===== src/hdl/ame_pkg.sv =====
// ----------------------------------------------------------------------------
// ame_pkg
// shared constants, codes, command/status types and arithmetic helpers
// ----------------------------------------------------------------------------
package ame_pkg;

    localparam int DELAY_DEPTH = 32768;
    localparam int DEPTH_W     = $clog2(DELAY_DEPTH);
    localparam int SAMPLE_BITS = 24;
    localparam int FRAC_BITS   = SAMPLE_BITS - 1;
    localparam int PARAM_W     = 14;
    localparam int MIX_W       = 17;
    localparam int CFG_W       = 17;
    localparam int CFG_IDX_W   = 2;
    localparam int UNITY       = 65536;
    localparam int MIX_SHIFT   = 16;
    localparam int PROD_W      = SAMPLE_BITS + MIX_W + 1;
    localparam int LEV_W       = 2 * PARAM_W;
    localparam int XL_W        = SAMPLE_BITS + LEV_W + 1;
    localparam int QM_W        = LEV_W + 1;
    localparam int NUM_W       = QM_W + FRAC_BITS;
    localparam int DIV_CNT_W   = $clog2(NUM_W);

    localparam logic [CFG_IDX_W-1:0] CFG_MODE  = 2'd0;
    localparam logic [CFG_IDX_W-1:0] CFG_PARAM = 2'd1;
    localparam logic [CFG_IDX_W-1:0] CFG_MIX   = 2'd2;

    typedef enum logic [1:0] {
        MODE_PASS,
        MODE_ECHO,
        MODE_HOLD,
        MODE_CRUSH
    } mode_t;

    typedef enum logic [3:0] {
        ST_CLEAR,
        ST_IDLE,
        ST_PASS,
        ST_ECHO_RD,
        ST_ECHO_MUL,
        ST_ECHO_WR,
        ST_LEV,
        ST_XL,
        ST_DIV_LOAD,
        ST_DIV_STEP,
        ST_CRUSH_FIN,
        ST_WET,
        ST_DRY,
        ST_BLEND,
        ST_FINISH
    } state_t;

    typedef enum logic [3:0] {
        OP_NONE,
        OP_CLEAR,
        OP_ACCEPT,
        OP_PASS,
        OP_ECHO_RD,
        OP_ECHO_MUL,
        OP_ECHO_WR,
        OP_LEV,
        OP_XL,
        OP_DIV_LOAD,
        OP_DIV_STEP,
        OP_CRUSH_FIN,
        OP_WET,
        OP_DRY,
        OP_BLEND
    } op_t;

    typedef struct packed {
        op_t  op;
        logic load_out;
    } cmd_t;

    typedef struct packed {
        logic  clr_done;
        logic  div_done;
        mode_t mode;
        logic  crush_bypass;
    } sts_t;

    // saturate to the sample range
    function automatic logic signed [SAMPLE_BITS-1:0] sat_sample(input logic signed [63:0] v);
        logic signed [63:0] smax;
        logic signed [63:0] smin;
        smax = (64'sd1 <<< FRAC_BITS) - 64'sd1;
        smin = -(64'sd1 <<< FRAC_BITS);
        if (v > smax) begin
            return SAMPLE_BITS'(smax);
        end
        if (v < smin) begin
            return SAMPLE_BITS'(smin);
        end
        return SAMPLE_BITS'(v);
    endfunction

    // divide by unity, round to nearest, halves away from zero
    function automatic logic signed [63:0] round_unity(input logic signed [63:0] n);
        logic [63:0] m;
        logic [63:0] q;
        m = (n < 0) ? 64'(-n) : 64'(n);
        q = (m + 64'(UNITY / 2)) >> MIX_SHIFT;
        return (n < 0) ? -$signed(q) : $signed(q);
    endfunction

endpackage


===== src/hdl/ame_ctrl.sv =====
// ----------------------------------------------------------------------------
// ame_ctrl
// sequencing state machine: store clear, per-mode step order, output beat
// ----------------------------------------------------------------------------
module ame_ctrl (
    input  logic          clk,
    input  logic          rst_n,
    input  logic          in_valid,
    output logic          in_ready,
    output logic          out_valid,
    input  logic          out_ready,
    input  ame_pkg::sts_t sts,
    output ame_pkg::cmd_t cmd
);

    ame_pkg::state_t state_reg;
    ame_pkg::state_t state_next;
    logic            out_valid_reg;
    logic            out_valid_next;

    always_ff @(posedge clk or negedge rst_n)
    begin
        if (!rst_n)
        begin
            state_reg     <= ame_pkg::ST_CLEAR;
            out_valid_reg <= 1'b0;
        end
        else
        begin
            state_reg     <= state_next;
            out_valid_reg <= out_valid_next;
        end
    end

    always_comb
    begin
        state_next     = state_reg;
        out_valid_next = out_valid_reg && !out_ready;
        cmd.op         = ame_pkg::OP_NONE;
        cmd.load_out   = 1'b0;
        in_ready       = 1'b0;
        case (state_reg)
            ame_pkg::ST_CLEAR:
            begin
                cmd.op = ame_pkg::OP_CLEAR;
                if (sts.clr_done)
                begin
                    state_next = ame_pkg::ST_IDLE;
                end
            end
            ame_pkg::ST_IDLE:
            begin
                in_ready = 1'b1;
                if (in_valid)
                begin
                    cmd.op = ame_pkg::OP_ACCEPT;
                    case (sts.mode)
                        ame_pkg::MODE_ECHO:  state_next = ame_pkg::ST_ECHO_RD;
                        ame_pkg::MODE_HOLD:  state_next = ame_pkg::ST_WET;
                        ame_pkg::MODE_CRUSH: state_next = sts.crush_bypass ?
                                                 ame_pkg::ST_WET : ame_pkg::ST_LEV;
                        default:             state_next = ame_pkg::ST_PASS;
                    endcase
                end
            end
            ame_pkg::ST_PASS:
            begin
                cmd.op     = ame_pkg::OP_PASS;
                state_next = ame_pkg::ST_FINISH;
            end
            ame_pkg::ST_ECHO_RD:
            begin
                cmd.op     = ame_pkg::OP_ECHO_RD;
                state_next = ame_pkg::ST_ECHO_MUL;
            end
            ame_pkg::ST_ECHO_MUL:
            begin
                cmd.op     = ame_pkg::OP_ECHO_MUL;
                state_next = ame_pkg::ST_ECHO_WR;
            end
            ame_pkg::ST_ECHO_WR:
            begin
                cmd.op     = ame_pkg::OP_ECHO_WR;
                state_next = ame_pkg::ST_FINISH;
            end
            ame_pkg::ST_LEV:
            begin
                cmd.op     = ame_pkg::OP_LEV;
                state_next = ame_pkg::ST_XL;
            end
            ame_pkg::ST_XL:
            begin
                cmd.op     = ame_pkg::OP_XL;
                state_next = ame_pkg::ST_DIV_LOAD;
            end
            ame_pkg::ST_DIV_LOAD:
            begin
                cmd.op     = ame_pkg::OP_DIV_LOAD;
                state_next = ame_pkg::ST_DIV_STEP;
            end
            ame_pkg::ST_DIV_STEP:
            begin
                cmd.op = ame_pkg::OP_DIV_STEP;
                if (sts.div_done)
                begin
                    state_next = ame_pkg::ST_CRUSH_FIN;
                end
            end
            ame_pkg::ST_CRUSH_FIN:
            begin
                cmd.op     = ame_pkg::OP_CRUSH_FIN;
                state_next = ame_pkg::ST_WET;
            end
            ame_pkg::ST_WET:
            begin
                cmd.op     = ame_pkg::OP_WET;
                state_next = ame_pkg::ST_DRY;
            end
            ame_pkg::ST_DRY:
            begin
                cmd.op     = ame_pkg::OP_DRY;
                state_next = ame_pkg::ST_BLEND;
            end
            ame_pkg::ST_BLEND:
            begin
                cmd.op     = ame_pkg::OP_BLEND;
                state_next = ame_pkg::ST_FINISH;
            end
            ame_pkg::ST_FINISH:
            begin
                if (!out_valid_reg || out_ready)
                begin
                    cmd.load_out   = 1'b1;
                    out_valid_next = 1'b1;
                    state_next     = ame_pkg::ST_IDLE;
                end
            end
            default:
            begin
                state_next = ame_pkg::ST_IDLE;
            end
        endcase
    end

    assign out_valid = out_valid_reg;

endmodule


===== config.mk =====
export PLATFORM = sky130hd
export DESIGN_NAME = ame_ctrl
export DESIGN_NICKNAME = d
export VERILOG_FILES = /design/src/hdl/ame_pkg.sv /design/src/hdl/ame_ctrl.sv
export SDC_FILE = /design/constraint.sdc
export NUM_CORES = 1
export LEC_CHECK = 0
export ABC_AREA = 1
export BUFFER_PORTS_ARGS = -buffer_cell sky130_fd_sc_hd__buf_4
export CAP_MARGIN = 20
export CELL_PAD_IN_SITES_DETAIL_PLACEMENT = 0
export CELL_PAD_IN_SITES_GLOBAL_PLACEMENT = 1
export CORE_AREA = 8 8 46 52
export DETAILED_ROUTE_END_ITERATION = 6
export DIE_AREA = 0 0 54 60
export GPL_ROUTABILITY_DRIVEN = 0
export PLACE_DENSITY = 0.72
export SETUP_SLACK_MARGIN = 0.4
export SLEW_MARGIN = 20
export SYNTH_ARGS = -nofsm -noshare
export SYNTH_HDL_FRONTEND = slang
export SYNTH_SLANG_ARGS = --single-unit
export TNS_END_PERCENT = 20

===== constraint.sdc =====
create_clock -name clk -period 3.4 [get_ports clk]
set_input_delay 0.51 -clock clk [delete_from_list [all_inputs] [get_ports clk]]
set_output_delay 0.51 -clock clk [all_outputs]
set_load 0.1 [all_outputs]

=== Word level (Yosys, flattened, before mapping) ===
Index checks and enable logic that the tools add are counted.
W data, S select, Z words.

* Multiplexer cells: 14
* Equal/unequal tests: 21
* Reduce and logical (&&, ||, !) cells: 7

{| class="wikitable"
|+ Operators by type and width
! kind !! number
|-
| $pmux W4 S14 || 1
|-
| $pmux W4 S13 || 1
|-
| $eq A4 B4 Y1 const B || 7
|-
| $mux W4 || 5
|-
| $eq A4 B3 Y1 const B || 4
|-
| $pmux W4 S3 || 1
|-
| $eq A4 B2 Y1 const B || 2
|-
| $ne A2 B2 Y1 const B || 4
|-
| $mux W1 || 5
|-
| $eq A2 B2 Y1 const B || 2
|-
| $eq A4 B1 Y1 const B || 1
|-
| $logic_not A4 Y1 || 1
|-
| $reduce_and A4 Y1 || 1
|-
| $reduce_or A3 Y1 || 1
|-
| $eq A2 B1 Y1 const B || 1
|-
| $logic_not A1 Y1 || 2
|-
| $mux W2 || 1
|-
| $logic_and A1 B1 Y1 || 1
|-
| $logic_or A1 B1 Y1 || 1
|}

* Register bits after elaboration: 5
* Word-level logic and storage cells: 44
* Input port bits: 9
* Output and inout bits: 7

=== Depth between registers and ports, before layout ===
* Word-level depth: 4
* Gate-level depth with buffers: 9
* Mapped depth without buffers: 9

=== Worst setup path before layout ===
OpenSTA, ideal clock, no wires.

* Path type: reg2out
* Start: reg state_reg[3]
* End: out cmd[3] (netlist name)
* Data required time: 2890 ps
* Path slack: 113 ps
* Arrival: 2777 ps
* Buffers on the path: 0
* Cell stages (with the launch flop): 4
* Cell sequence: dfrtp_1 > inv_2 > nand2_1 > a21boi_0

{| class="wikitable"
|+ RTL lines
! element !! RTL line !! source
|-
| start: declaration || ame_ctrl.sv:16 || <nowiki>ame_pkg::state_t state_reg;</nowiki>
|-
| start signal: assignment || ame_ctrl.sv:25 || <nowiki>state_reg <= ame_pkg::ST_CLEAR;</nowiki>
|-
| start signal: assignment || ame_ctrl.sv:30 || <nowiki>state_reg <= state_next;</nowiki>
|-
| end: declaration || ame_ctrl.sv:13 || <nowiki>output ame_pkg::cmd_t cmd</nowiki>
|}

==> results.toml <==
[cells_and_area]
area_delta_synth_final_pct = 33.5
layout_common_cells = "nand2_1 (32), buf_4 (15), inv_1 (11)"
drive_gt1_share_pct = 31.7
diodes = 0
nets = 114
largest_register_ffs = 4
layout_commonest_cell = "nand2_1"

[drt]
drt_pass1_iterations = 4
postRouteAntennaNets = 0
avgViaCountPerCell = 4.52
route.detailed.drc = 0
drt-initial-drc-count = 14
wl_per_cell_um = 9.89
drt-total-wl_um = 1210
dr_total_vias = 552

[clock_network]
numCtsBuffers = 3
cts_hold_buf = 0
cts.sinks = 5
h-tree-depth = 1
cts_buffer_depth = 2
post_cts_resized = 0
clock_latency_ns = 0.24
clkTransAtPathRegs_ns = 0.04
cts_tree = "done"
cts_setup_buffers = 0
cts_root_buf = "clkbuf_4"

[critical_path]
setup.worst_path.start = "state_reg[3]"
regToRegSetupSlack_ns = 2.21
crit_end = "cmd[2]"
crit_required_ns = 2.89
crit_path_end_kind = "output pin"
path_cells = "inv_2 > nand2_1 > nor2_2 > nand2_1 > o211ai_1 > buf_4"
cp-start-kind = "flop"
arrival_ns = 1.52
slowest_delay_ns = 0.46
worstPathMaxFanout = 7
crit_top_cell = "nand2_1"
rr_startpoint = "state_reg[0]"
r2r-end = "state_reg[3]"
worstRegToRegCells = 8
cpMaxStageDelayCell = "dfrtp_1"
path_class = "reg2out"

[floorplanning]
die-area_um2 = 3240
initial_utilization_pct = 29.3
ios = 16
core-area_um2 = 1640
die_w_um = 54
fp.dieH_um = 60
rows = 16

[placed_design]
place_ws_ns = 1.61
numPortBuffers = 15
hpwl_um = 1050

[global_routing]
grt_max_degree = 8
grt_usage_pct = 8.72
antenna_found_initial = 0
grt_remaining_overflow = 0
grt_pass1_wl_um = 2110
grt_pass1_vias = 536

[synthesis]
synthCells = 85
synth_fp_nets = 94
synth-xor-area-share_pct = 0
synthMuxAreaShare_pct = 0
synthTopCellsByArea = "dfrtp_1 (26%), nand2_1 (25%), inv_1 (8.6%)"
netlist_area_um2 = 482
synthSimpleGateAreaFrac_pct = 52.7
synth_top_cell_by_area = "dfrtp_1"
synth_compound_area_share_pct = 10.4
synth_area_per_cell_um2 = 5.67
synthAdderAreaFrac_pct = 0
synth-warning-count = 0
synth_top_family_by_area = "simple AND/OR/NAND/NOR gates"
yosysUniqueCellTypes = 13
ys_seq_area_share_pct = 26.0
synth_seq_cells = 5
synth_top_area_share_pct = 26.0

[sta]
relSlewSlack_pct = 81.5
fin_skew_ns = 0.00185
setup_viol = 0
fin_crit_ns = 2.03
setup_slack_ns = 1.37
clock.fmax_ghz = 0.492
worst_pin_slew_ns = 0.280
fin_tns_setup_ns = 0
grt_setup_unrepaired = "false"
min_period_over_period_pct = 59.8
finalHoldViolCount = 0
slew_violations = 0

[min_path]
hold_path_class = "in2async"

[run_status]
status = "completed"

[run]
drv_cap = 0
==> cell families after synthesis <==
logic type	count (synthesis)
AND/OR/NAND/NOR	57
AO/OA/AOI/OAI	9
buffers and inverters	14
flip-flops	5
==> synth_stat cells (all sizes together) <==
master,count
a21boi,1
dfrtp,5
inv,14
nand2,38
nand3,2
nand4,2
nor2,15
o211ai,1
o21ai,7
==> final cells by class <==
| class | count | area, µm² |
|---|---|---|
| flip-flops and latches | 5 | 125 |
| well taps | 18 | 22.5 |
| inverters | 14 | 52.6 |
| multi-input cells | 66 | 304 |
| clock buffers | 4 | 26.3 |
| repair buffers | 15 | 113 |
| fillers | 193 | 998 |
==> how the worst min path moves through the flow <==
stage | from | end | slack, ns | cells after the start
2_1_floorplan | rst_n | out_valid | 0.21 | 0
3_3_place_gp | rst_n | out_valid | 0.32 | 1
3_5_place_dp | rst_n | out_valid | 0.32 | 1
4_1_cts | rst_n | state_reg[1] | 0.05 | 1
5_1_grt | rst_n | state_reg[3] | 0.05 | 1
6_report | rst_n | state_reg[1] | 0.06 | 1
==> worst max-delay path, delay by kind of cell, from the launching register on <==
family / cells / cell delay [ns]
simple gates: 3 / 0.29
compound gates: 1 / 0.08
flops: 1 / 0.46
buf+inv: 2 / 0.45
==> per-stage QoR <==
stage / std cells / area, µm² / util (%) / hold WS, ns
detailed placement: 118 / 617 / 37.6 / 0.316
floorplan: 85 / 482 / - / 0.214
global route: 122 / 643 / 39.2 / 0.0478
finish: 122 / 643 / 39.2 / 0.0605
global placement: 118 / 617 / 37.6 / 0.315
CTS: 122 / 643 / 39.2 / 0.0511
==> metal layers <==
| layer | vias up | track usage [%] | wire, µm | part of all wire [%] |
|---|---|---|---|---|
| met4 | 0 | 6.34 | 36 | 3.0 |
| met3 | 4 | 1.49 | 46 | 3.8 |
| met1 | 240 | 10.1 | 532 | 44 |
| met2 | 9 | 13.8 | 591 | 49 |
| met5 | - | 0 | 0 | 0 |
| li1 | 299 | - | - | - |
Power is left out: the tool's default activity adds up to more than one toggle a clock period on the data nets, which glitch-free logic cannot reach.
